[src/rtl/core/tbs_pkg.sv]
// Shared types, constants and rotate helper for the timed ban set.
package tbs_pkg;

	localparam int BUCKETS = 1024;
	localparam int SLOTS   = 4;
	localparam int BKT_W   = $clog2(BUCKETS);
	localparam int SLOT_IW = (SLOTS > 1) ? $clog2(SLOTS) : 1;

	localparam logic [1:0] ST_HIT     = 2'd0;
	localparam logic [1:0] ST_MISS    = 2'd1;
	localparam logic [1:0] ST_EXPIRED = 2'd2;
	localparam logic [1:0] ST_FULL    = 2'd3;

	localparam logic [1:0] REG_BAN_TIME = 2'd0;
	localparam logic [1:0] REG_REFRESH  = 2'd1;
	localparam logic [1:0] REG_SEED     = 2'd2;

	localparam logic OP_LOOKUP = 1'b0;

	localparam logic [31:0] HASH_INIT = 32'hdeadbeef + 32'd4;

	typedef struct packed {
		logic        vld;
		logic [31:0] key;
		logic [63:0] stamp;
	} entry_t;

	typedef entry_t [SLOTS-1:0] row_t;

	localparam int ROW_W = $bits(row_t);

	typedef enum logic [2:0] {
		S_CLEAR,
		S_IDLE,
		S_HASH1,
		S_HASH2,
		S_READ,
		S_EVAL
	} state_t;

	typedef struct packed {
		logic clr;
		logic load;
		logic hash1;
		logic hash2;
		logic rd;
		logic eval;
	} cmd_t;

	typedef struct packed {
		logic clr_last;
	} sts_t;

	function automatic logic [31:0] rotl32(input logic [31:0] v, input int s);
		return (v << s) | (v >> (32 - s));
	endfunction

endpackage

[src/rtl/core/tbs_ctrl.sv]
// Controller state machine: clearing sweep and per-request sequencing.
module tbs_ctrl import tbs_pkg::*; (
	input  logic clk,
	input  logic arst_n,
	input  logic in_valid,
	output logic in_stall,
	output logic out_valid,
	input  logic out_stall,
	input  sts_t sts,
	output cmd_t cmd
);

	state_t state_q, state_nxt;
	logic   out_valid_q;
	logic   out_free;

	assign out_free = !out_valid_q || !out_stall;

	always_comb begin
		state_nxt = state_q;
		unique case (state_q)
			S_CLEAR: if (sts.clr_last) state_nxt = S_IDLE;
			S_IDLE:  if (in_valid) state_nxt = S_HASH1;
			S_HASH1: state_nxt = S_HASH2;
			S_HASH2: state_nxt = S_READ;
			S_READ:  state_nxt = S_EVAL;
			S_EVAL:  if (out_free) state_nxt = S_IDLE;
			default: state_nxt = S_CLEAR;
		endcase
	end

	always_comb begin
		cmd      = '0;
		in_stall = 1'b1;
		unique case (state_q)
			S_CLEAR: cmd.clr = 1'b1;
			S_IDLE: begin
				in_stall = 1'b0;
				cmd.load = in_valid;
			end
			S_HASH1: cmd.hash1 = 1'b1;
			S_HASH2: cmd.hash2 = 1'b1;
			S_READ:  cmd.rd = 1'b1;
			S_EVAL:  cmd.eval = out_free;
			default: cmd = '0;
		endcase
	end

	always_ff @(posedge clk or negedge arst_n) begin
		if (!arst_n) begin
			state_q     <= S_CLEAR;
			out_valid_q <= 1'b0;
		end else begin
			state_q <= state_nxt;
			if (cmd.eval) begin
				out_valid_q <= 1'b1;
			end else if (!out_stall) begin
				out_valid_q <= 1'b0;
			end
		end
	end

	assign out_valid = out_valid_q;

endmodule

[config.mk]
export PLATFORM = sky130hd
export DESIGN_NAME = tbs_ctrl
export DESIGN_NICKNAME = d
export VERILOG_FILES = /design/src/rtl/core/tbs_pkg.sv /design/src/rtl/core/tbs_ctrl.sv
export SDC_FILE = /design/constraint.sdc
export NUM_CORES = 1
export LEC_CHECK = 0
export ABC_CLOCK_PERIOD_IN_PS = 2600
export BUFFER_PORTS_ARGS = -buffer_cell sky130_fd_sc_hd__buf_2
export CAP_MARGIN = 10
export CELL_PAD_IN_SITES_DETAIL_PLACEMENT = 1
export CELL_PAD_IN_SITES_GLOBAL_PLACEMENT = 1
export CORE_AREA = 3 3 40 42
export CTS_CLUSTER_SIZE = 14
export DETAILED_ROUTE_END_ITERATION = 6
export DIE_AREA = 0 0 43 45
export GPL_ROUTABILITY_DRIVEN = 0
export PLACE_DENSITY = 0.52
export SLEW_MARGIN = 10
export SYNTH_ARGS = -nofsm -noshare
export SYNTH_HDL_FRONTEND = slang
export SYNTH_SLANG_ARGS = --single-unit
[constraint.sdc]
create_clock -name clk -period 2.6 [get_ports clk]
set_input_delay 0 -clock clk [delete_from_list [all_inputs] [get_ports clk]]
set_output_delay 0 -clock clk [all_outputs]
set_load 0.02 [all_outputs]
==> results.md <==
- Fin crit share: 0.546
- Peak VDD IR: 0.399 mV
- CP Class: reg2out
- TritonCTS buffer count: 3
- Die width: 43 um
- Num rows: 13
- Highest clock rate: slightly above 700 MHz
- Final min period: approximately 1.4 ns
- Pint: around 250 uW
- CTS tree: done
- CTS sink count: 4
- Area delta synth->final: 43.1%
- Root Driver: clkbuf_4
- Max Cap Viol: 0
- Ratio of cells with drive above 1 in the final layout: 0.372
- Hold Buf Count CTS: 2
- First drt pass iteration count: 1
- Syn Area/Cell: 8.50 um2
- Post-Syn Nets: 34
- Crit. End Element: primary output
- Number of diodes: 0
- NumNets Final: 50
- Worst hold start: in_valid
- Max stage delay on crit path: 0.51 ns
- Buffers added on ports: 12
- CP Launch Type: register
- Initial core utilization: 0.192
- Clock Power Share: 0.174
- Mapped Cells: 29
- Core footprint: 1280 um2
- CP arrival: 1.42 ns
- Clock transition at the registers of the reported paths: 0.04 ns
- Fill cells: roughly 160
- HPWL Detailed: 469 um
- CTS Buffer Depth: 2
- Full die area: approximately 1900 um2
- H-tree Lvls: 1
- RSZ-0062 raised after global routing: no
- Final setup fails: 0
- Setup repair bufs after CTS: 0
- Netlist cell types: 16
- GRT Total Usage: 0.0886
- Status: complete, no violations
- Reg area: 100 um2
- Avg WL per Cell: about 11 um
- Sw Ratio: 0.467
- Pleak: 0.178 nW
- Synth warn: 0
- Chip Height: 45 um
- Critical Path RT: between 2 and 3 ns
- Footprint of the multi-input gates: 128 um2
- Worst-path cell chain: or3b_4 > nor2_1 > buf_2
- Sw power: around 220 uW
- Actual slew at the worst max-slew pin: between 0.3 and 0.4 ns
- Power share of the sequential group: 0.334
- Largest net degree at the start of global routing: 13
- Final worst slack: about 1.2 ns
- Vias: 251
- Worst path slowest cell: dfrtp_1
- Setup TNS: 0 ns
- DP Worst Slack: 1.31 ns
- Slew Viols, Final: 0
- Logic pwr share: 0.492
- Worst r2r src: state_q[1]
- Post-CTS sizing: 0
- Cell Area, Synth: 246 um2
- Final clock skew: 0.00499 ns
- Clock Latency Late Sink: 0.24 ns
- CP top delay family: flip-flops
- Yosys reg bits: 4
- Fin. Hold Viols: 0
- Bufs and invs on worst path: 1
- DR iter-0 viols: 0
- Sequential fraction of the synthesis area: 0.406
- DR vias/cell: 4.33
- Global-route wire length before repair: 1190 um
- DRC viols: 0
- Antenna-violating nets left: 0
- Initial antenna violation count: 0
- Crit path max fanout: 12
- CP startpoint: state_q[0]
- PD cells: 1330 nW/um2
- Io pins: 13
- Final Routed Wirelength: between 600 and 700 um
- Grt ovf: 0
- Class of the worst hold path: in2reg
- R2r setup slk: 1.31 ns
- Slew headroom: 0.783
- Vias in the first global route: ~260
==> stage by stage <==
stage          area (um2)  power [mW]  utilization  hold slack (ns)  std cells
5_1_grt               353       0.515        0.275           0.0998         58
3_3_place_gp          310       0.385        0.241           -0.188         53
3_5_place_dp          310       0.389        0.241           -0.186         53
2_1_floorplan         246       0.324            -           -0.296         29
4_1_cts               353       0.476        0.275           0.0674         58
6_report              353       0.468        0.275           0.0669         58
==> synthesized netlist by cell type <==
cell      n  area share
nand2_1   3       0.046
and3_1    1       0.025
o22ai_1   1       0.025
nand2b_1  2       0.051
dfrtp_1   4        0.41
a21oi_1   2       0.041
nand3b_1  3       0.091
inv_1     1       0.015
buf_2     3       0.061
o21ai_0   1       0.020
or3b_4    1       0.046
a21boi_0  1       0.030
nor3b_1   2       0.061
or4_1     1       0.030
nor3_1    1       0.020
nor2_1    2       0.030
==> area by class of cell <==
cell class / count / area share
multi-input combinational: 21 / 0.362
timing repair buffer: 14 / 0.227
clock buffer: 3 / 0.0638
tap: 15 / 0.0532
inverter: 1 / 0.0106
sequential: 4 / 0.284
==> worst reg2reg max path: stages, from the launching register on <==
cell	delay [ns]
dfrtp_1	0.47
or4_1	0.54
and3_1	0.17
==> sequential cells by signal, summed over array words and instances, names as in the netlist <==
name and cells:
out_valid 1, state_q 3
==> cells by family (layout without fill, tap and decap cells) <==
group,after synthesis,count (layout),share of synthesized area
AO/OA/AOI/OAI,5,5,0.117
buffers and inverters,4,18,0.0761
flip-flops,4,4,0.406
AND/OR/NAND/NOR,16,16,0.401
==> metal layers <==
metal,wire [um],track usage,share of wire
met4,21,0.108,0.032
met2,279,0.108,0.42
met5,0,0,0
met1,316,0.107,0.48
met3,46,0.0319,0.069
==> power groups by stage <==
| stage | clock network (mW) | registers [mW] | logic, mW |
|---|---|---|---|
| 6_report | 0.0815 | 0.156 | 0.230 |
| 5_1_grt | 0.0907 | 0.169 | 0.256 |
| 4_1_cts | 0.0842 | 0.157 | 0.235 |
| 3_5_place_dp | 0 | 0.158 | 0.231 |
| 3_3_place_gp | 0 | 0.152 | 0.232 |
| 2_1_floorplan | 0 | 0.115 | 0.209 |
==> final timing paths <==
kind,end,depth (start not counted)
worst max-delay path,cmd[4],3
worst min-delay path,state_q[1],3
worst max register to register,state_q[0],2
worst min register to register,out_valid,2
max in group asynchronous,state_q[2],2
min in group asynchronous,state_q[0],2
==> layout by cell type (no fill, tap or decap) <==
master          n
or4_1           1
clkbuf_4        3
nor3b_1         2
inv_1           1
a21boi_0        1
and3_1          1
nor2_1          2
or3b_4          1
buf_2          12
dfrtp_1         4
o21ai_0         1
o22ai_1         1
nand2_1         3
nand2b_1        2
nand3b_1        3
a21oi_1         2
nor3_1          1
dlygate4sd3_1   2
(Power assumes the default switching activity.)
